[src/rtl/crse_pkg.sv]
package crse_pkg;

  localparam int unsigned MAX_POINTS_DEF = 16;

  localparam int CFG_IDX_W = 4;
  localparam int CFG_DATA_W = 32;
  localparam logic [CFG_IDX_W-1:0] REG_POINT_COUNT = 4'd0;
  localparam logic [CFG_IDX_W-1:0] REG_OFFSET_X    = 4'd1;
  localparam logic [CFG_IDX_W-1:0] REG_OFFSET_Y    = 4'd2;
  localparam logic [CFG_IDX_W-1:0] REG_OFFSET_Z    = 4'd3;

  localparam logic [1:0] OP_WRITE = 2'd0;
  localparam logic [1:0] OP_POS   = 2'd1;
  localparam logic [1:0] OP_SLOPE = 2'd2;

  localparam int WGT_W = 35;
  localparam int SEG_W = 5;
  localparam int FIFO_DEPTH = 2;

  typedef logic signed [WGT_W-1:0] wgt_t;

  typedef struct packed {
    logic              is_wr;
    logic              is_slope;
    logic              wr_ok;
    logic [3:0]        wr_idx;
    logic [31:0]       px;
    logic [31:0]       py;
    logic [31:0]       pz;
    logic [SEG_W-1:0]  seg;
    wgt_t              w0;
    wgt_t              w1;
    wgt_t              w2;
    wgt_t              w3;
  } cmd_t;

endpackage

[src/rtl/crse_front.sv]
module crse_front #(
  parameter int unsigned MAX_POINTS = crse_pkg::MAX_POINTS_DEF
) (
  input  logic                  clk,
  input  logic                  rst_n,
  input  logic                  in_push,
  output logic                  in_full,
  input  logic [1:0]            in_opcode,
  input  logic [3:0]            in_point_index,
  input  logic signed [31:0]    in_point_x,
  input  logic signed [31:0]    in_point_y,
  input  logic signed [31:0]    in_point_z,
  input  logic [16:0]           in_curve_param,
  input  logic [4:0]            point_count,
  input  logic                  q_full,
  output logic                  q_push,
  output crse_pkg::cmd_t        q_data
);
  import crse_pkg::*;

  localparam logic [2:0] S_IDLE = 3'd0;
  localparam logic [2:0] S_SEG  = 3'd1;
  localparam logic [2:0] S_SQ   = 3'd2;
  localparam logic [2:0] S_CB   = 3'd3;
  localparam logic [2:0] S_WT   = 3'd4;
  localparam logic [2:0] S_PUSH = 3'd5;

  logic [2:0]   st_r, st_nxt;
  cmd_t         cmd_r;
  logic [16:0]  t_r;
  logic [16:0]  lt_r;
  logic [33:0]  lt2_r;
  logic [50:0]  lt3_r;

  logic [4:0]   n_c;
  logic [4:0]   segs;
  logic [21:0]  u;
  logic [5:0]   segq;
  logic [4:0]   seg_c;
  logic [16:0]  lt_c;
  logic signed [55:0] a, b, c, one;
  logic signed [55:0] nw0, nw1, nw2, nw3;
  logic signed [55:0] half;

  // segment and local parameter
  always_comb begin
    n_c = point_count;
    if (point_count < 5'd4) n_c = 5'd4;
    else if (32'(point_count) > 32'(MAX_POINTS)) n_c = 5'(MAX_POINTS);
    segs = n_c - 5'd3;
    u = 22'(t_r) * 22'(segs);
    segq = u[21:16];
    seg_c = (segq > {1'b0, segs - 5'd1}) ? segs - 5'd1 : segq[4:0];
    lt_c = 17'(u - 22'({seg_c, 16'b0}));
  end

  // blend weights, twice the weight in q.48, then rounded to q.32
  always_comb begin
    a    = 56'(lt3_r);
    b    = 56'({lt2_r, 16'b0});
    c    = 56'({lt_r, 32'b0});
    one  = 56'sd1 <<< 48;
    half = 56'sd65536;
    if (cmd_r.is_slope) begin
      nw0 = -3 * b + 4 * c - one;
      nw1 = 9 * b - 10 * c;
      nw2 = -9 * b + 8 * c + one;
      nw3 = 3 * b - 2 * c;
    end else begin
      nw0 = -a + 2 * b - c;
      nw1 = 3 * a - 5 * b + 2 * one;
      nw2 = -3 * a + 4 * b + c;
      nw3 = a - b;
    end
  end

  always_comb begin
    st_nxt = st_r;
    case (st_r)
      S_IDLE: begin
        if (in_push) begin
          if (in_opcode == OP_WRITE) st_nxt = S_PUSH;
          else if (in_opcode == OP_POS || in_opcode == OP_SLOPE) st_nxt = S_SEG;
        end
      end
      S_SEG:  st_nxt = S_SQ;
      S_SQ:   st_nxt = S_CB;
      S_CB:   st_nxt = S_WT;
      S_WT:   st_nxt = S_PUSH;
      S_PUSH: if (!q_full) st_nxt = S_IDLE;
      default: st_nxt = S_IDLE;
    endcase
  end

  always_ff @(posedge clk) begin
    if (!rst_n) begin
      st_r <= S_IDLE;
    end else begin
      st_r <= st_nxt;
    end
  end

  always_ff @(posedge clk) begin
    case (st_r)
      S_IDLE: begin
        cmd_r.is_wr    <= (in_opcode == OP_WRITE);
        cmd_r.is_slope <= (in_opcode == OP_SLOPE);
        cmd_r.wr_ok    <= (32'(in_point_index) < 32'(MAX_POINTS));
        cmd_r.wr_idx   <= in_point_index;
        cmd_r.px       <= in_point_x;
        cmd_r.py       <= in_point_y;
        cmd_r.pz       <= in_point_z;
        t_r <= (in_curve_param > 17'd65536) ? 17'd65536 : in_curve_param;
      end
      S_SEG: begin
        cmd_r.seg <= seg_c;
        lt_r      <= lt_c;
      end
      S_SQ: lt2_r <= 34'(lt_r) * 34'(lt_r);
      S_CB: lt3_r <= 51'(lt2_r) * 51'(lt_r);
      S_WT: begin
        cmd_r.w0 <= WGT_W'((nw0 + half) >>> 17);
        cmd_r.w1 <= WGT_W'((nw1 + half) >>> 17);
        cmd_r.w2 <= WGT_W'((nw2 + half) >>> 17);
        cmd_r.w3 <= WGT_W'((nw3 + half) >>> 17);
      end
      default: ;
    endcase
  end

  assign in_full = (st_r != S_IDLE);
  assign q_push  = (st_r == S_PUSH) && !q_full;
  assign q_data  = cmd_r;

endmodule

[config.mk]
export PLATFORM = sky130hd
export DESIGN_NAME = crse_front
export DESIGN_NICKNAME = d
export VERILOG_FILES = /design/src/rtl/crse_pkg.sv /design/src/rtl/crse_front.sv
export SDC_FILE = /design/constraint.sdc
export NUM_CORES = 2
export LEC_CHECK = 0
export BUFFER_PORTS_ARGS = -buffer_cell sky130_fd_sc_hd__clkbuf_2
export CAP_MARGIN = 20
export CORE_MARGIN = 4
export CORE_UTILIZATION = 59
export DETAILED_ROUTE_END_ITERATION = 7
export PLACE_DENSITY = 0.86
export SLEW_MARGIN = 20
export SYNTH_ARGS = -nofsm -noshare
export SYNTH_HDL_FRONTEND = slang
export SYNTH_SLANG_ARGS = --single-unit
[constraint.sdc]
create_clock -name clk -period 16.4 [get_ports clk]
set_input_delay 4.92 -clock clk [delete_from_list [all_inputs] [get_ports clk]]
set_output_delay 4.92 -clock clk [all_outputs]
set_load 0.01 [all_outputs]
* Yosys cells after proc, flatten, opt, wreduce, memory -nomap -nowiden
Cells that the tools add are included.
W data, S select, Z words.
** Word-level totals
- Register bits :: 369
- Input port bits :: 128
- Output and inout port bits :: 250
- Word-level logic and storage cells :: 81
** Operators by class
- $add $sub $neg :: 21
- Multiply operators :: 11
- Magnitude comparators :: 4
- Eq/ne operators :: 10
- Mux-type cells :: 12
- Reductions and logical operators :: 7
** Operators by type and width (number)
- $add A52 B18 Y52 const B :: 4
- $add A52 B52 Y52 :: 4
- $mux W52 :: 4
- $sub A52 B50 Y52 :: 2
- $sub A52 B52 Y52 :: 2
- $add A52 B50 Y52 :: 1
- $add A52 B50 Y52 const B :: 1
- $add A52 B51 Y52 const B :: 1
- $mul A2 B51 Y52 const A :: 1
- $mul A3 B52 Y52 const A :: 1
- $neg A51 Y52 :: 1
- $sub A51 B50 Y52 :: 1
- $sub A52 B50 Y52 const B :: 1
- $mul A34 B17 Y51 :: 1
- $mul A2 B34 Y36 const A :: 1
- $mul A3 B34 Y36 const A :: 1
- $mul A3 B35 Y36 const A :: 1
- $mul A4 B34 Y36 const A :: 1
- $mul A5 B35 Y36 const A :: 1
- $mul A17 B17 Y34 :: 1
- $mul A17 B5 Y22 :: 1
- $mul A3 B17 Y19 const A :: 1
- $pmux W3 S6 :: 1
- $gt A17 B17 Y1 const B :: 1
- other kinds (22) :: 30

* Logic depth before layout (Yosys ltp)
- Word-level depth :: 8
- Mapped depth :: 36
- Depth with buffers taken out :: 33

* Worst setup path before layout
Ideal clock, no wire load.
- Path kind :: input-to-reg
- Start point :: input port point_count[2]
- End point :: register cmd_r (netlist bit q_data[141]) (data pin)
- Library setup time :: 0.260 ns
- Data arrival time :: 11.681 ns
- Path slack :: 4.459 ns
- Stages :: 34
- Path buffers :: 3
- Path through :: inv_1 > a21oi_1 > nand2_1 > clkbuf_1 > clkbuf_1 > inv_1 > ha_1 > xnor2_1 > clkbuf_1 > nand2_1 > fa_1 > fa_1 > fa_1 > inv_1 > ha_1 > a21o_1 > a21oi_1 > o21bai_1 > a21oi_1 > o21bai_1 > a21o_1 > a41oi_1 > a21oi_1 > a41o_1 > nor2_1 > xnor2_1 > ha_1 > o21ai_0 > nand2b_1 > a21oi_1 > nor2b_1 > o22ai_1 > nand2_1 > mux2_2
** On the way
- Longest elaborated chain between the ends :: 7
- Elaborated cells between the ends (all ways) :: 9
** Ends and longest elaborated chain
- from (decl) :: line crse_front.sv:14 : input logic [4:0] point_count,
- $gt A5 B5 Y1 :: line crse_front.sv:49 : else if (32'(point_count) > 32'(MAX_POINTS)) n_c = 5'(MAX_POINTS);
- $mux W5 :: line crse_front.sv:49
- $mux W5 (*) :: line crse_front.sv:48 : if (point_count < 5'd4) n_c = 5'd4;
- $sub A5 B2 Y5 (*) :: line crse_front.sv:50 : segs = n_c - 5'd3;
- $mul A17 B5 Y22 / $sub A5 B1 Y5 (equally long branches) :: line crse_front.sv:51, crse_front.sv:53
- $gt A6 B5 Y1 :: line crse_front.sv:53 : seg_c = (segq > {1'b0, segs - 5'd1}) ? segs - 5'd1 : segq[4:0];
- $mux W5 (*) :: line crse_front.sv:53
- net seg_c[1] :: line crse_front.sv:39 : logic [4:0] seg_c;
- to (decl) :: line crse_front.sv:29 : cmd_t cmd_r;
Mark *: on every way through the listed nets, which the timed path passes. The rest lies on a longest branch.
A chain may end at the register's enable or synchronous reset.

* Worst setup path after layout
- Start point :: input port point_count[4]
- End point :: register cmd_r (netlist bit q_data[141]) (data pin)
The elaborated chain is that of the path after synthesis.

==> out/metrics.cfg <==
[logic_synthesis]
synth_top_area_cell=fa_1
synth_common_cells=inv_1 (1,325), ha_1 (1,050), fa_1 (876), nand2_1 (856), nor2_1 (502)
yosysWarningCount=0
synth_edf_count=365
synth_cell_types=104
synth_top_area_share_pct=24.4
synthesis.area_sq_um=71900
synth_area_leaders=fa_1 (24%), ha_1 (18%), edfxtp_1 (15%), inv_1 (6.9%), nand2_1 (4.5%)
yosysMostFrequentCell=inv_1
synthCells=7978
ys.flop_type=edfxtp_1
async_flop_share_pct=0
ys_ff_latch=368
ys_seq_area_share_pct=15.3
avgSynthCellArea_sq_um=9.02

[clock_tree]
clkLatencyLatePin_ns=0.68
cts_tree=built
clock_sinks=368
h-tree-depth=2
cts_setup_buffers=0
cts-root-buf=clkbuf_16
cts_buffers=45
clkTransAtPathRegs_ns=0.06
clockBufferDepth=3
ctsHoldBuffers=0
cts_repair_resize_count=0

[route]
viasPerCell=6.05
firstDrtPassIters=6
wl_per_cell_um=21.2
drc=0
vias=60117
route.final.wire_length_mm=210
drt_iter0_markers=5251
antenna_left=0

[sta]
rsz0062_at_grt=no
skew_ns=0.0491
fmax_mhz=83.8
finalCritPeriodShare_pct=72.7
slew_headroom_pct=30.2
setup_tns_ns=0
tightest_slew_ns=1.04
hold_violations=0
setup_violations=0
maxSlewViolCount=0
fin_crit_ns=11.93

[worst_setup_path]
cp-end-kind=flip-flop
slowest_delay_ns=0.56
crit_top_cell=a21oi_1
r2r-end=q_data[104]
rrSetupSlack_ns=7.29
cp-startpoint=point_count[4]
startpoint_type=input port
path_class=input port to flip-flop
cp.arrival_ns=12.35
reg2regPathDepth=31
cp.required_ns=16.82
rr_startpoint=lt2_r[10]
critPathSlowestCell=fa_1
cp_max_fo=21

[floorplan]
die_area_sq_um=128000
die_w_um=357
start_util_pct=59.7
fp-row-count=127
ioPinCount=378
core_area_sq_um=120000
die_h_um=357

[place]
gp_congestion=0.974
hpwl_mm=170
place.port_buffers=376

[finish]
syn_to_final_growth_pct=7.49
fillCellCount=9846
seq_area_sq_um=11000
drive_gt1_share_pct=7.65
fin_nets=10338
multi_input_area_sq_um=55100

[global_route]
first_global_vias=62950
antenna_found_initial=2
grt_max_degree=92
grt_pass1_wl_mm=329
grt_usage_pct=32.8
grt.overflow.total=0

[flow_run]
maxCapViolations=0

[worst_hold_path]
hold_path_end=st_r[0]
hold_class=flip-flop to flip-flop
hold_start=st_r[2]
hold_depth=2

[status]
status=completed

[worst max-delay path by stage]
stage,endpoint,slack [ns]
floorplan,q_data[141],4.46
global placement,q_data[141],3.77
detailed placement,q_data[141],3.83
CTS,q_data[141],4.53
global route,q_data[141],3.93
finish,q_data[141],4.47
[kinds of logic after synthesis]
logic type / count (synthesis) / synth area share [%]
compound gates: 1459 / 13.4
xor+xnor: 507 / 6.17
fa+ha+maj: 1926 / 42.6
buf+inv: 1554 / 8.17
flops: 368 / 15.3
mux: 34 / 0.484
other cells: 2 / 0.0104
simple gates: 2128 / 13.8
[metrics by stage]
step	utilization [%]	hold WS, ns	worst slack, ns	std cells	instance area [sq um]
after detailed placement	62.9	0.617	3.83	9848	75700
after floorplan	-	0.568	4.46	7988	72000
after global placement	62.9	0.587	3.77	9848	75700
after global routing	64.2	0.654	3.93	9929	77300
after CTS	64.2	0.623	4.53	9928	77300
final	64.2	0.623	4.47	9930	77300
[cell usage in the layout (no fill, tap or decap), types with 67 or more instances in the layout]
| master | count |
|---|---|
| a21o_1 | 215 |
| and2_1 | 75 |
| buf_4 | 96 |
| o21bai_1 | 69 |
| edfxtp_1 | 365 |
| nand2_1 | 856 |
| nor3_1 | 103 |
| nor2b_1 | 80 |
| clkbuf_2 | 376 |
| ha_1 | 1050 |
| nand3_1 | 114 |
| xnor2_1 | 338 |
| inv_1 | 1323 |
| xor2_1 | 169 |
| and3_1 | 76 |
| o21a_1 | 67 |
| fa_1 | 876 |
| o21ai_0 | 263 |
| a21oi_1 | 403 |
| nor2_1 | 500 |
[registers in the layout, summed over array words and instances (netlist names)]
register	cells
lt2_r	33
lt3_r	51
lt_r	17
q_data	247
st_r	3
t_r	17
[area by class of cell]
class,count,area share [%]
Sequential cell,368,14.3
Multi-Input combinational cell,6066,71.3
Clock buffer,46,1.46
Clock inverter,34,0.573
Antenna cell,1,0.00324
Timing Repair Buffer,473,3.38
Inverter,1330,6.46
Tap cell,1612,2.61
[worst max-delay path, delay by kind of cell]
kind            cells  cell delay [ns]
buf+inv             5             0.83
compound gates     13             2.75
simple gates        6             0.64
xor+xnor            2             0.35
fa+ha+maj           6             2.54
mux                 1             0.31
[per-layer routing]
metal	vias up	track usage [%]	wire length [um]
met2	3047	54.5	97300
li1	27298	-	-
met4	0	17.0	12900
met5	-	0	0
met1	29003	39.9	77700
met3	769	7.56	22400
Power is not shown: default switching activity piles up to over one toggle a cycle in this logic, so the estimate is an artifact.
