## src/rtl/crse_pkg.sv

```systemverilog
package crse_pkg;

  localparam int unsigned MAX_POINTS_DEF = 16;

  localparam int CFG_IDX_W = 4;
  localparam int CFG_DATA_W = 32;
  localparam logic [CFG_IDX_W-1:0] REG_POINT_COUNT = 4'd0;
  localparam logic [CFG_IDX_W-1:0] REG_OFFSET_X    = 4'd1;
  localparam logic [CFG_IDX_W-1:0] REG_OFFSET_Y    = 4'd2;
  localparam logic [CFG_IDX_W-1:0] REG_OFFSET_Z    = 4'd3;

  localparam logic [1:0] OP_WRITE = 2'd0;
  localparam logic [1:0] OP_POS   = 2'd1;
  localparam logic [1:0] OP_SLOPE = 2'd2;

  localparam int WGT_W = 35;
  localparam int SEG_W = 5;
  localparam int FIFO_DEPTH = 2;

  typedef logic signed [WGT_W-1:0] wgt_t;

  typedef struct packed {
    logic              is_wr;
    logic              is_slope;
    logic              wr_ok;
    logic [3:0]        wr_idx;
    logic [31:0]       px;
    logic [31:0]       py;
    logic [31:0]       pz;
    logic [SEG_W-1:0]  seg;
    wgt_t              w0;
    wgt_t              w1;
    wgt_t              w2;
    wgt_t              w3;
  } cmd_t;

endpackage

```

## src/rtl/crse_fifo.sv

```systemverilog
module crse_fifo (
  input  logic            clk,
  input  logic            rst_n,
  input  logic            push,
  input  crse_pkg::cmd_t  push_data,
  output logic            full,
  input  logic            pop,
  output crse_pkg::cmd_t  pop_data,
  output logic            empty
);
  import crse_pkg::*;

  localparam int PW = $clog2(FIFO_DEPTH);

  cmd_t          ent_r [FIFO_DEPTH];
  logic [PW-1:0] wp_r, rp_r;
  logic [PW:0]   cnt_r;

  always_ff @(posedge clk) begin
    if (!rst_n) begin
      wp_r  <= '0;
      rp_r  <= '0;
      cnt_r <= '0;
    end else begin
      if (push) wp_r <= wp_r + 1'b1;
      if (pop) rp_r <= rp_r + 1'b1;
      cnt_r <= cnt_r + (PW+1)'(push) - (PW+1)'(pop);
    end
  end

  always_ff @(posedge clk) begin
    if (push) ent_r[wp_r] <= push_data;
  end

  assign pop_data = ent_r[rp_r];
  assign full     = (cnt_r == (PW+1)'(FIFO_DEPTH));
  assign empty    = (cnt_r == '0);

endmodule

```

## config.mk

```make
export PLATFORM = sky130hd
export DESIGN_NAME = crse_fifo
export DESIGN_NICKNAME = d
export VERILOG_FILES = /design/src/rtl/crse_pkg.sv /design/src/rtl/crse_fifo.sv
export SDC_FILE = /design/constraint.sdc
export NUM_CORES = 1
export LEC_CHECK = 0
export ABC_AREA = 0
export BUFFER_PORTS_ARGS = -buffer_cell sky130_fd_sc_hd__buf_2
export CORE_AREA = 5 5 191 193
export CTS_BUF_LIST = sky130_fd_sc_hd__clkbuf_4
export CTS_CLUSTER_DIAMETER = 100
export DETAILED_ROUTE_END_ITERATION = 16
export DIE_AREA = 0 0 196 198
export HOLD_SLACK_MARGIN = 0.02
export PLACE_DENSITY_LB_ADDON = 0.2
export SYNTH_ARGS = -nofsm -noshare
export SYNTH_HDL_FRONTEND = slang
export SYNTH_SLANG_ARGS = --single-unit
```

## constraint.sdc

```tcl
create_clock -name clk -period 33.4 [get_ports clk]
set_clock_uncertainty 0.1 [all_clocks]
set_input_delay 1.67 -clock clk [delete_from_list [all_inputs] [get_ports clk]]
set_output_delay 1.67 -clock clk [all_outputs]
set_load 0.1 [all_outputs]
```

Yosys cells after proc, flatten, opt, wreduce, memory -nomap -nowiden
Memory sizes are Yosys's and may differ from the RTL's. A register that Yosys moved wholly into a read port is not among the register bits.
Index checks and enable logic that the tools add are counted.
Widths: inputs -> output; s select.
{"block": "word_totals", "output_inout_bits": 250, "in_bits": 252, "n_memories": 1, "wordCells": 14, "ram_bits": 496, "reg_bits": 4}
{"name": "ent_r", "words": 2, "word_bits": 248, "read_ports": 1, "rd_ports_with_merged_regs": 1, "wr": 1, "line": "crse_fifo.sv:15", "source": "cmd_t ent_r [FIFO_DEPTH];"}
{"block": "op_classes", "reduce_logical": 1, "n_eq_ne": 1, "muxes": 4, "n_addsub": 4}
{"cell": "$mux 1", "n": 4}
{"cell": "$add 1x1->1 const B", "n": 2}
{"cell": "$add 2x1->2", "n": 1}
{"cell": "$eq 2x2->1 const B", "n": 1}
{"cell": "$logic_not 2->1", "n": 1}
{"cell": "$sub 2x1->2", "n": 1}

Longest topological paths before layout
Gate-level depths: netlist of run 1.
{"block": "depth", "word_depth": 3, "mapped_depth": 6}

Least setup slack after synthesis of run 1
Ideal clock, no wire load.
{"block": "synth_timing", "path_kind": "in2reg", "startpoint": "input port push", "endpoint": "register wp_r", "arrival_time_ps": 13200, "path_slack_ps": 19991, "n_path_buf": 0, "stages": 2, "path_cell_list": "nor2b_1 -> o21a_1"}
{"item": "start, declared", "line": "crse_fifo.sv:4", "source": "input logic push,"}
{"item": "end signal, assigned", "line": "crse_fifo.sv:25", "source": "if (push) wp_r <= wp_r + 1'b1;"}
{"item": "end, declared", "line": "crse_fifo.sv:16", "source": "logic [PW-1:0] wp_r, rp_r;"}

==> reports/metrics.yaml, run 1 <==
run_status:
  status: "finished, final reports clean"
die:
  initial_core_util: 0.553
  die_w_um: 196
  core-area_um2: 34400
  die-area_um2: 38800
  ios: 502
  fp.dieH_um: 198
  std_cell_rows: 68
grt:
  grt_pass1_wl_um: 60500
  grt_usage: 0.208
  grt_pass1_vias: 10600
  antenna_found_initial: 24
  grt_overflow: 0
  grt_max_degree: 80
setup_path:
  worstPathArrival_ns: 4.10
  rr_startpoint: "wp_r$_SDFFE_PN0P_"
  crit_path_max_fanout: 61
  reg2regPathDepth: 3
  cp-end-kind: "primary output"
  r2r-end: "ent_r[0][65]$_DFFE_PP_"
  required_ns: 31.63
  cp-start-kind: "flop"
  ff2ff_setup_slack_ns: 29.86
  path_class: "reg -> out"
clocking:
  cts_hold_buf: 0
  post_cts_buffers: 0
  clkTransAtPathRegs_ns: 0.06
  tritoncts: "built"
  clock_latency_ns: 0.77
  cts_root_buf: "clkbuf_4"
  clock-sinks: 501
  cts-resized-gates: 0
  cts_buffers: 121
  htree_levels: 3
  cts_max_path_buffers: 3
cells_and_area:
  final_nets: 1653
  fillCellCount: 2332
  regArea_um2: 15000
  multi_input_area_um2: 3670
  synthToLayoutAreaGrowth_pct: 23.2
  drive_gt1_frac: 0.638
  final_cell_area_um2: 23400
timing:
  finalSetupViolations: 0
  slew_viol_final: 0
  hold_violations: 0
  fin_setup_tns_ns: 0
  finalWorstPathRequiredPeriod_ns: 5.87
  rsz0062_at_grt: "false"
  relSlewSlack: 0.254
  period_share: 0.176
  worst_pin_slew_ns: 1.12
  fmax_mhz: 170
power:
  power.density_nw_per_um2: 68.5
  p_leak_nw: 9.40
  ir_drop_mv: 0.0487
placement:
  dp.final_hpwl_um: 29300
  portBuffers: 501
  gp_congestion: 0.839
  place_area_um2: 21800
detailed_routing:
  drt-initial-drc-count: 461
  wl_per_cell_um: 21.3
  vias: 9804
  drtAntennaViolNets: 0
  drc_errors: 0
  via_per_inst: 5.00
  routed_wl_um: 41700
  first_pass_iters: 4
hold_path:
  hold_class: "reg -> reg"
  hp-start: "rp_r$_SDFFE_PN0P_"
  hold_depth: 2
synthesis:
  seq_area_frac_synth: 0.788
  yosysTopAreaCell: "edfxtp_1"
  syn_avg_cell_area_um2: 24.0
  synth_area_leaders: "edfxtp_1 (78%), mux2_4 (16%), mux2_2 (2.8%)"
  ys_ff_latch: 501
  synth.top_cell.area_share: 0.783
  syn_nets: 1047
  yosysUniqueCellTypes: 16
  synth_area_um2: 19000
  yosys_warnings: 0
  synth_cells: 793
job:
  cap_violations: 0
[placed cells by master (no fill, tap or decap), types with 2 or more instances in the layout]
| cell | n |
|---|---|
| and2_1 | 3 |
| buf_2 | 501 |
| buf_4 | 10 |
| bufinv_16 | 4 |
| clkbuf_4 | 176 |
| clkinv_1 | 23 |
| clkinv_2 | 2 |
| dfxtp_1 | 4 |
| diode_2 | 20 |
| edfxtp_1 | 496 |
| ha_1 | 2 |
| inv_1 | 2 |
| inv_2 | 3 |
| mux2_2 | 47 |
| mux2_4 | 201 |
| nor2b_1 | 3 |
[through the flow]
stage	util	worst slack, ns	std cells	hold WS, ns	power [W]
after floorplan	-	19.99	793	0.455	0.00108
after global placement	0.635	28.38	1731	0.473	0.00113
after detailed placement	0.635	28.32	1731	0.478	0.00113
after CTS	0.680	27.40	1939	0.513	0.00162
after global routing	0.681	27.31	1954	0.554	0.00167
final	0.682	27.53	1959	0.520	0.00160
[sequential cells by signal, summed over array words and instances (netlist names), named ones only]
name	cells
cnt_r	2
ent_r	496
rp_r	1
wp_r	1
[layer usage]
layer  up-vias  track usage  wire length (um)
met4        12        0.101              1410
met3        88       0.0931              4380
li1       4486            -                 -
met1      4785        0.213             13900
met2       433        0.365             21900
met5         -            0                74
[cell families (layout without fill, tap and decap cells)]
group | Yosys count | in the layout | synth area share
AO/OA/AOI/OAI | 1 | 1 | 0.000395
XOR/XNOR | 2 | 2 | 0.00164
adder cells (fa/ha/maj) | 2 | 2 | 0.00132
buffers and inverters | 30 | 721 | 0.0189
flip-flops | 501 | 501 | 0.788
multiplexers | 248 | 248 | 0.187
other | 0 | 20 | 0
AND/OR/NAND/NOR | 9 | 9 | 0.00283
[where the power goes]
| group | total (W) | switching, W | internal [W] | leakage (nW) |
|---|---|---|---|---|
| clock network | 0.000490 | 0.000220 | 0.000270 | 0.923 |
| logic | 0.000376 | 0.000295 | 0.0000807 | 3.78 |
| registers | 0.000738 | 0.0000100 | 0.000728 | 4.70 |
| total | 0.00160 | 0.000525 | 0.00108 | 9.40 |
[cells in the mapped netlist (all sizes together)]
cell / instances
edfxtp: 496
mux2: 248
buf: 28
dfxtp: 5
and2: 4
nor2b: 4
ha: 2
inv: 2
nor2: 1
o21a: 1
xnor3: 1
xor2: 1
[worst max path at each step]
stage	from	to	slack, ns	depth (start not counted)
6_report	flop	pop_data[242]	27.53	4
3_3_place_gp	flop	pop_data[245]	28.38	4
4_1_cts	flop	pop_data[222]	27.40	4
5_1_grt	flop	pop_data[242]	27.31	4
3_5_place_dp	flop	pop_data[222]	28.32	4
2_1_floorplan	push	wp_r$_SDFFE_PN0P_	19.99	2
[layout make-up]
cell class | count | area share
Antenna cell | 20 | 0.00214
Sequential cell | 501 | 0.640
Timing Repair Buffer | 511 | 0.110
Inverter | 2 | 0.000320
Clock inverter | 32 | 0.00972
Tap cell | 455 | 0.0243
Clock buffer | 176 | 0.0564
Multi-Input combinational cell | 262 | 0.157
[critical path, stage by stage, from the launching register on]
cell,delay (ns)
dfxtp_4,0.66
buf_4,0.96
buf_4,0.86
mux2_2,0.31
buf_2,0.42
No activity file was read; power rests on OpenSTA's default activity.
==> run 2: changes to the inputs <==
--- a/config.mk
+++ b/config.mk
@@ -5,13 +5,13 @@
 export SDC_FILE = /design/constraint.sdc
 export NUM_CORES = 1
 export LEC_CHECK = 0
-export ABC_AREA = 0
+export ABC_AREA = 1
 export BUFFER_PORTS_ARGS = -buffer_cell sky130_fd_sc_hd__buf_2
-export CORE_AREA = 5 5 191 193
+export CORE_MARGIN = 5
+export CORE_UTILIZATION = 49
 export CTS_BUF_LIST = sky130_fd_sc_hd__clkbuf_4
 export CTS_CLUSTER_DIAMETER = 100
 export DETAILED_ROUTE_END_ITERATION = 16
-export DIE_AREA = 0 0 196 198
 export HOLD_SLACK_MARGIN = 0.02
 export PLACE_DENSITY_LB_ADDON = 0.2
 export SYNTH_ARGS = -nofsm -noshare
==> constraint.sdc (replaced) <==
create_clock -name clk -period 5.2 [get_ports clk]
set_clock_uncertainty 0.1 [all_clocks]
set_input_delay 0.26 -clock clk [delete_from_list [all_inputs] [get_ports clk]]
set_output_delay 0.26 -clock clk [all_outputs]
set_load 0.1 [all_outputs]
==> run 2 against run 1 <==
Compared with the run above:
- critical path depth down 1
- non-clock buffer count grew 399
- synthesized cell count up 1.6%
- final cell count up 25%
- worst hold slack worse by 0.42 ns
- global-route usage rose by 1.6 points
- clock power grew to 7.5 times the previous value
- setup slack lost 26 ns
- largest cell class unchanged
- critical path type unchanged
==> reports/metrics.yaml, run 2 <==
die:
  die_w_um: 207  # was 196 um
  core-area_um2: 38600  # was 34,400 um2
  initial_core_util: 0.493  # was 0.553
  fp.dieH_um: 207  # was 198 um
  std_cell_rows: 72  # was 68
  die-area_um2: 42900  # was 38,800 um2
  ios: 502  # unchanged
power:
  p_seq_frac: 0.438  # was 0.460
  internal_power_w: 0.00745  # was 0.00108 W
  clock_power_share: 0.340  # was 0.306
  comb_power_share: 0.222  # was 0.234
  p_switching_w: 0.00341  # was 0.000525 W
  ir_drop_mv: 0.297  # was 0.0487 mV
  power.density_nw_per_um2: 390  # was 68.5 nW/um2
  p_leak_nw: 11.3  # was 9.40 nW
  switching_share: 0.314  # was 0.328
synthesis:
  synth_area_leaders: "edfxtp_1 (78%), mux2_4 (16%), mux2_2 (2.8%)"  # unchanged
  yosysUniqueCellTypes: 14  # was 16
  synth.top_cell.area_share: 0.783  # about the same
  synth_mux_area_frac: 0.186  # was 0.187
  synth-compound-area-share: 0.000263  # was 0.000395
  synth-xor-area-share: 0  # was 0.00164
  yosys-top-cells-count: "edfxtp_1 (496), mux2_4 (201), mux2_2 (47)"  # unchanged
  synth_area_um2: 19000  # about the same
  yosysMostFrequentCell: "edfxtp_1"  # unchanged
  synth-async-reset-ratio: 0  # unchanged
  synth-main-ff-cell: "edfxtp_1"  # unchanged
  synth_cells: 806  # was 793
  synth_edf_count: 496  # unchanged
  synth_top_family_by_area: "multiplexers"  # unchanged
  synthSimpleGateAreaFrac: 0.00362  # was 0.00283
  synth_fa_ha_area_frac: 0.00132  # about the same
  syn_nets: 1060  # was 1,047
  seq_area_frac_synth: 0.788  # about the same
  yosysTopAreaCell: "edfxtp_1"  # unchanged
  yosys_warnings: 0  # unchanged
  ys_ff_latch: 501  # unchanged
  syn_avg_cell_area_um2: 23.6  # was 24.0 um2
setup_path:
  required_ns: 4.84  # was 31.63 ns
  crit_path_max_fanout: 53  # was 61
  cpMaxStageDelayCell: "dfxtp_4"  # was buf_4
  path_class: "reg -> out"  # unchanged
  cp_cell_sequence: "buf_4 -> mux2_4 -> buf_2"  # was buf_4 -> buf_4 -> mux2_2 -> buf_2
  worstPathArrival_ns: 3.09  # was 4.10 ns
  crit_buf_inv: 2  # was 3
  cp-start-kind: "flop"  # unchanged
  critical_path.top_delay_family: "flip-flops"  # was buffers and inverters
  crit_path_max_incr_delay_ns: 1.00  # was 0.96 ns
  cp-end-kind: "primary output"  # unchanged
clocking:
  clkTransAtPathRegs_ns: 0.06  # about the same
  post_cts_buffers: 0  # unchanged
  tritoncts: "built"  # unchanged
  clock-sinks: 501  # unchanged
  clock_latency_ns: 0.80  # was 0.77 ns
  cts_root_buf: "clkbuf_4"  # unchanged
  cts_max_path_buffers: 3  # unchanged
  htree_levels: 4  # was 3
  cts_buffers: 133  # was 121
cells_and_area:
  drive_gt1_frac: 0.509  # was 0.638
  layout_common_cells: "buf_2 (501), edfxtp_1 (496), dlygate4sd3_1 (398)"  # was buf_2 (501), edfxtp_1 (496), mux2_4 (201)
  reg.largest.list: "ent_r x496, cnt_r x2"  # unchanged
  largest_reg_flops: 496  # unchanged
  post-route-util: 0.721  # was 0.682
  final_common_cell: "buf_2"  # unchanged
  fillCellCount: 2324  # was 2,332
  synthToLayoutAreaGrowth_pct: 46.1  # was 23.2%
  top_register: "ent_r"  # unchanged
  final_nets: 2077  # was 1,653
grt:
  grt_overflow: 0  # unchanged
  grt_max_degree: 127  # was 80
  antenna_found_initial: 7  # was 24
  grt_pass1_wl_um: 74500  # was 60,500 um
  grt_usage: 0.225  # was 0.208
  grt_pass1_vias: 13100  # was 10,600
detailed_routing:
  drc_errors: 0  # unchanged
  via_per_inst: 4.83  # was 5.00
  wl_met1_um: 17800  # was 13,900 um
  routed.top_layer: "met5"  # unchanged
  drtAntennaViolNets: 0  # unchanged
  wl_per_cell_um: 20.3  # was 21.3 um
  dr_wl_met3_um: 4480  # was 4380 um
  first_pass_iters: 5  # was 4
  vias: 11800  # was 9,804
  drt-initial-drc-count: 748  # was 461
  wl_met2_um: 25500  # was 21,900 um
  routed_wl_um: 49500  # was 41,700 um
timing:
  period_share: 0.663
  rsz0062_at_grt: "false"  # unchanged
  hold_violations: 0  # unchanged
  fin_setup_tns_ns: 0  # unchanged
  finalWorstPathRequiredPeriod_ns: 3.45
  setup_slack_ns: 1.75  # was 27.53 ns
  worst_pin_slew_ns: 0.977  # was 1.12 ns
  relSlewSlack: 0.349  # was 0.254
  slew_viol_final: 0  # unchanged
  finalSetupViolations: 0  # unchanged
  fmax_mhz: 290
placement:
  portBuffers: 501  # unchanged
  dp_worst_setup_slack_ns: 2.52  # was 28.32 ns
  gp_congestion: 0.796  # was 0.839
  dp.final_hpwl_um: 28700  # was 29,300 um
run_status:
  status: "finished, final reports clean"  # unchanged
hold_path:
  hold_class: "in -> reg"  # was reg -> reg
job:
  cap_violations: 0  # unchanged
-- run 2: changes by cell type after synthesis --
cell | before | now
xnor3_1 | 1 | 0
nand3_1 | 0 | 1
a21oi_1 | 0 | 1
xor2_1 | 1 | 0
inv_1 | 2 | 8
o21a_1 | 1 | 0
nor2b_1 | 4 | 0
and2_1 | 4 | 0
nor2_1 | 1 | 9
nand2_1 | 0 | 8
-- run 2: per-stage QoR --
stage	power [W]	hold slack [ns]	cells	area (um2)
6_report	0.0109	0.104	2440	27800
5_1_grt	0.0113	0.0104	2439	27800
4_1_cts	0.0109	0.0202	2429	27700
3_5_place_dp	0.00699	0.351	1808	22000
3_3_place_gp	0.00696	0.347	1808	22000
2_1_floorplan	0.00664	0.253	806	19000
-- run 2: worst reg2reg max path, delay by kind of cell (launching register included) --
family        cells  cell delay, ns
buf+inv           2            1.26
flops             1            0.34
simple gates      1            0.13
-- run 2: layout make-up --
class / count / area (um2) / area share
well taps: 518 / 648 / 0.0233
clock buffers: 195 / 1460 / 0.0527
inverters: 8 / 33.8 / 0.00122
flip-flops and latches: 501 / 15000 / 0.539
clock inverters: 32 / 349 / 0.0126
repair buffers: 910 / 6640 / 0.239
multi-input cells: 269 / 3650 / 0.131
diodes: 7 / 17.5 / 0.000630
-- run 2: path summary, 6_finish.rpt --
kind                           from                       to  slack (ns)  cells past startpoint
hold reg to reg   rp_r$_SDFFE_PN0P_        rp_r$_SDFFE_PN0P_        0.41                      2
setup reg to reg  wp_r$_SDFFE_PN0P_  ent_r[1][197]$_DFFE_PP_        2.72                      3
setup / recovery               flop            pop_data[143]        1.75                      3
hold / removal       push_data[223]  ent_r[0][223]$_DFFE_PP_        0.10                      2
-- run 2: power by group through the flow --
stage / clock network, W / registers (W) / logic, W
6_report: 0.00369 / 0.00476 / 0.00241
5_1_grt: 0.00405 / 0.00477 / 0.00247
4_1_cts: 0.00376 / 0.00475 / 0.00239
3_5_place_dp: 0 / 0.00484 / 0.00215
3_3_place_gp: 0 / 0.00483 / 0.00214
2_1_floorplan: 0 / 0.00483 / 0.00181
-- run 2: kinds of logic (layout without fill, tap and decap cells) --
group / count (synthesis) / in the layout
DFF: 501 / 501
muxes: 248 / 248
buffers and inverters: 36 / 1145
and+or+nand+nor: 18 / 18
adders and majority gates: 2 / 2
AOI/OAI and AO/OA: 1 / 1
other: 0 / 7
-- run 2: what timing repair did --
action	in CTS	in global routing
hold buffers	394	4
endpoints found under the hold margin	501	6
resized for setup	0	0
-- run 2: layer usage --
metal | GRT usage | up-vias
met3 | 0.0873 | 106
met2 | 0.385 | 578
li1 | - | 5320
met4 | 0.0948 | 2
met5 | 0 | -
met1 | 0.253 | 5774
==> run 3: changes to the inputs <==
--- a/config.mk
+++ b/config.mk
@@ -5,10 +5,10 @@
 export SDC_FILE = /design/constraint.sdc
 export NUM_CORES = 1
 export LEC_CHECK = 0
-export ABC_AREA = 1
+export ABC_AREA = 0
 export BUFFER_PORTS_ARGS = -buffer_cell sky130_fd_sc_hd__buf_2
 export CORE_MARGIN = 5
-export CORE_UTILIZATION = 49
+export CORE_UTILIZATION = 55
 export CTS_BUF_LIST = sky130_fd_sc_hd__clkbuf_4
 export CTS_CLUSTER_DIAMETER = 100
 export DETAILED_ROUTE_END_ITERATION = 16
==> constraint.sdc (replaced) <==
create_clock -name clk -period 3.6 [get_ports clk]
set_clock_uncertainty 0.1 [all_clocks]
set_input_delay 0.18 -clock clk [delete_from_list [all_inputs] [get_ports clk]]
set_output_delay 0.18 -clock clk [all_outputs]
set_load 0.1 [all_outputs]
==> run 3 against run 2 <==
Compared with the run above:
- the run now fails in clock tree synthesis (4_1_cts)
- area after synthesis is essentially flat
- synthesized cell count shrank 1.6%
==> reports/metrics.yaml, run 3 <==
run_status:
  status: "aborted with a tool error"  # was finished, final reports clean
  haltStage: "clock tree synthesis (4_1_cts)"
  error_line: "[ERROR RSZ-0060] Max buffer count reached."
clocking:
  post_cts_buffers: 0  # unchanged
  cts_buffers: 118  # was 133
  clock-sinks: 501  # unchanged
  cts_max_path_buffers: 3  # unchanged
  cts-resized-gates: 0  # unchanged
  htree_levels: 3  # was 4
  cts_root_buf: "clkbuf_4"  # unchanged
  cts_hold_buf: 390  # was 394
synthesis:
  synth_cells: 793  # was 806
  syn_nets: 1047  # was 1,060
  yosysMostFrequentCell: "edfxtp_1"  # unchanged
  yosys_warnings: 0  # unchanged
  synth.top_cell.area_share: 0.783  # about the same
  yosysTopAreaCell: "edfxtp_1"  # unchanged
  synth_area_leaders: "edfxtp_1 (78%), mux2_4 (16%), mux2_2 (2.8%)"  # unchanged
  seq_area_frac_synth: 0.788  # about the same
  yosys-top-cells-count: "edfxtp_1 (496), mux2_4 (201), mux2_2 (47)"  # unchanged
  yosysUniqueCellTypes: 16  # was 14
  synth_area_um2: 19000  # about the same
  synth-main-ff-cell: "edfxtp_1"  # unchanged
  syn_avg_cell_area_um2: 24.0  # was 23.6 um2
  synth_edf_count: 496  # unchanged
  ys_ff_latch: 501  # unchanged
  synth-async-reset-ratio: 0  # unchanged
die:
  ios: 502  # unchanged
  fp.dieH_um: 196  # was 207 um
  die_w_um: 196  # was 207 um
  initial_core_util: 0.553  # was 0.493
  std_cell_rows: 68  # was 72
placement:
  place_area_um2: 22000  # about the same
  dp_worst_setup_slack_ns: 1.54  # was 2.52 ns
  gp_congestion: 0.848  # was 0.796
  portBuffers: 501  # unchanged
  dp.final_hpwl_um: 30000  # was 28,700 um
-- run 3: changes by cell type after synthesis --
cell and delta:
nand2_1 -8, nor2_1 -8, inv_1 -6, and2_1 +4, nor2b_1 +4, a21oi_1 -1, nand3_1 -1, o21a_1 +1
xnor3_1 +1, xor2_1 +1
-- run 3: logic make-up after synthesis --
logic type,synth area share
and+or+nand+nor,0.00283
adders and majority gates,0.00132
DFF,0.788
AOI/OAI and AO/OA,0.000395
buffers and inverters,0.0189
xor gates and xnor gates,0.00164
muxes,0.187
-- run 3: stage by stage --
| step | cells | setup TNS (ns) |
|---|---|---|
| 3_3_place_gp | 1741 | 0 |
| 2_1_floorplan | 793 | -311.31 |
| 3_5_place_dp | 1741 | 0 |
==> run 4: changes to the inputs <==
--- a/config.mk
+++ b/config.mk
@@ -8,12 +8,9 @@
 export ABC_AREA = 0
 export BUFFER_PORTS_ARGS = -buffer_cell sky130_fd_sc_hd__buf_2
 export CORE_MARGIN = 5
-export CORE_UTILIZATION = 55
-export CTS_BUF_LIST = sky130_fd_sc_hd__clkbuf_4
-export CTS_CLUSTER_DIAMETER = 100
+export CORE_UTILIZATION = 40
 export DETAILED_ROUTE_END_ITERATION = 16
-export HOLD_SLACK_MARGIN = 0.02
-export PLACE_DENSITY_LB_ADDON = 0.2
+export PLACE_DENSITY_LB_ADDON = 0.15
 export SYNTH_ARGS = -nofsm -noshare
 export SYNTH_HDL_FRONTEND = slang
 export SYNTH_SLANG_ARGS = --single-unit
==> run 4 against run 3 <==
Compared with the run above:
- the run now ends clean
==> reports/metrics.yaml, run 4 (synthesized netlist as in run 1, its figures left out) <==
clocking:
  cts_buffers: 53  # was 118
  htree_levels: 2  # was 3
  cts-resized-gates: 0  # unchanged
  clock-sinks: 501  # unchanged
  tritoncts: "built"
  clkTransAtPathRegs_ns: 0.06
  cts_hold_buf: 252  # was 390
  cts_max_path_buffers: 3  # unchanged
  cts_root_buf: "clkbuf_16"  # was clkbuf_4
  clock_latency_ns: 0.58
  post_cts_buffers: 0  # unchanged
cells_and_area:
  synthToLayoutAreaGrowth_pct: 38.7
  multi_input_area_um2: 3670
  post-route-util: 0.557
  final_common_cell: "buf_2"
  final_cell_area_um2: 26400
  drive_gt1_frac: 0.516
  top_register: "ent_r"
  final_nets: 1847
  reg.largest.list: "ent_r x496, cnt_r x2"
  regArea_um2: 15000
  layout_common_cells: "buf_2 (501), edfxtp_1 (496), dlygate4sd3_1 (252)"
  fillCellCount: 3729
  largest_reg_flops: 496
setup_path:
  required_ns: 3.32
  cp-end-kind: "primary output"
  crit_path_max_incr_delay_ns: 0.46
  rr_startpoint: "wp_r$_SDFFE_PN0P_"
  critical_path.top_delay_family: "buffers and inverters"
  crit_buf_inv: 2
  r2r-end: "ent_r[0][151]$_DFFE_PP_"
  ff2ff_setup_slack_ns: 1.71
  cp-start-kind: "flop"
  path_class: "reg -> out"
  reg2regPathDepth: 2
  cpMaxStageDelayCell: "dfxtp_4"
  crit_path_max_fanout: 83
  worstPathArrival_ns: 2.38
  cp_cell_sequence: "buf_12 -> mux2_4 -> buf_2"
detailed_routing:
  drc_errors: 0
  wl_per_cell_um: 19.9
  drt-initial-drc-count: 474
  first_pass_iters: 4
  routed_wl_um: 44700
  via_per_inst: 4.62
  drtAntennaViolNets: 0
  vias: 10400
die:
  std_cell_rows: 80  # was 68
  die_w_um: 228  # was 196 um
  initial_core_util: 0.402  # was 0.553
  ios: 502  # unchanged
  fp.dieH_um: 228  # was 196 um
  die-area_um2: 52000
  core-area_um2: 47300
timing:
  finalWorstPathRequiredPeriod_ns: 2.66
  hold_slack_ns: 0.222
  rsz0062_at_grt: "false"
  hold_violations: 0
  finalSetupViolations: 0
  slew_viol_final: 0
  period_share: 0.738
  worst_pin_slew_ns: 0.715
  relSlewSlack: 0.524
  fin_setup_tns_ns: 0
  fmax_mhz: 376
  setup_slack_ns: 0.944
power:
  comb_power_share: 0.240
  p_leak_nw: 10.4
  clock_power_share: 0.326
  switching_share: 0.321
  power.density_nw_per_um2: 596
  ir_drop_mv: 0.409
  p_seq_frac: 0.434
  p_switching_w: 0.00505
  internal_power_w: 0.0107
placement:
  dp.final_hpwl_um: 30200  # was 30,000 um
  gp_congestion: 0.774  # was 0.848
  portBuffers: 501  # unchanged
  place_area_um2: 22200  # was 22,000 um2
  dp_worst_setup_slack_ns: 1.53  # was 1.54 ns
grt:
  grt_pass1_wl_um: 68100
  grt_pass1_vias: 11500
  grt_max_degree: 84
  grt_overflow: 0
  grt_usage: 0.168
  antenna_found_initial: 1
job:
  cap_violations: 0
hold_path:
  hp-start: "push_data[191]"
  hold_class: "in -> reg"
  hold_depth: 2
  holdPathEnd: "ent_r[1][191]$_DFFE_PP_"
run_status:
  status: "finished, final reports clean"  # was aborted with a tool error
run 4: layer usage:
layer | routed length, um | GRT usage
met5 | 0 | 0
met4 | 1910 | 0.0747
met3 | 3080 | 0.0500
met2 | 22700 | 0.293
met1 | 17000 | 0.191
run 4: power by group through the flow:
stage	Combinational, W	Sequential, W	Clock, W
2_1_floorplan	0.00301	0.00696	0
4_1_cts	0.00381	0.00683	0.00531
3_5_place_dp	0.00357	0.00695	0
5_1_grt	0.00389	0.00685	0.00557
6_report	0.00378	0.00683	0.00513
3_3_place_gp	0.00356	0.00694	0
run 4: through the flow:
stage                     power (W)  cells
after floorplan             0.00997    793
after global placement       0.0105   1901
after detailed placement     0.0105   1901
after CTS                    0.0159   2250
after global routing         0.0163   2251
final                        0.0157   2251
run 4: layout make-up:
cell class                 instances  area share
antenna                            1   0.0000948
clock buffer                      65      0.0536
clock inverter                    32     0.00868
inverter                           2    0.000284
multi-input combinational        262       0.139
sequential                       501       0.568
tap                              615      0.0292
timing repair buffer             773       0.201
run 4: how the worst max path moves through the flow:
stage | cells after the start | endpoint
final | 3 | pop_data[145]
after global placement | 3 | pop_data[9]
after detailed placement | 3 | pop_data[9]
after floorplan | 1 | ent_r[0][0]$_DFFE_PP_
after CTS | 3 | pop_data[9]
after global routing | 3 | pop_data[9]
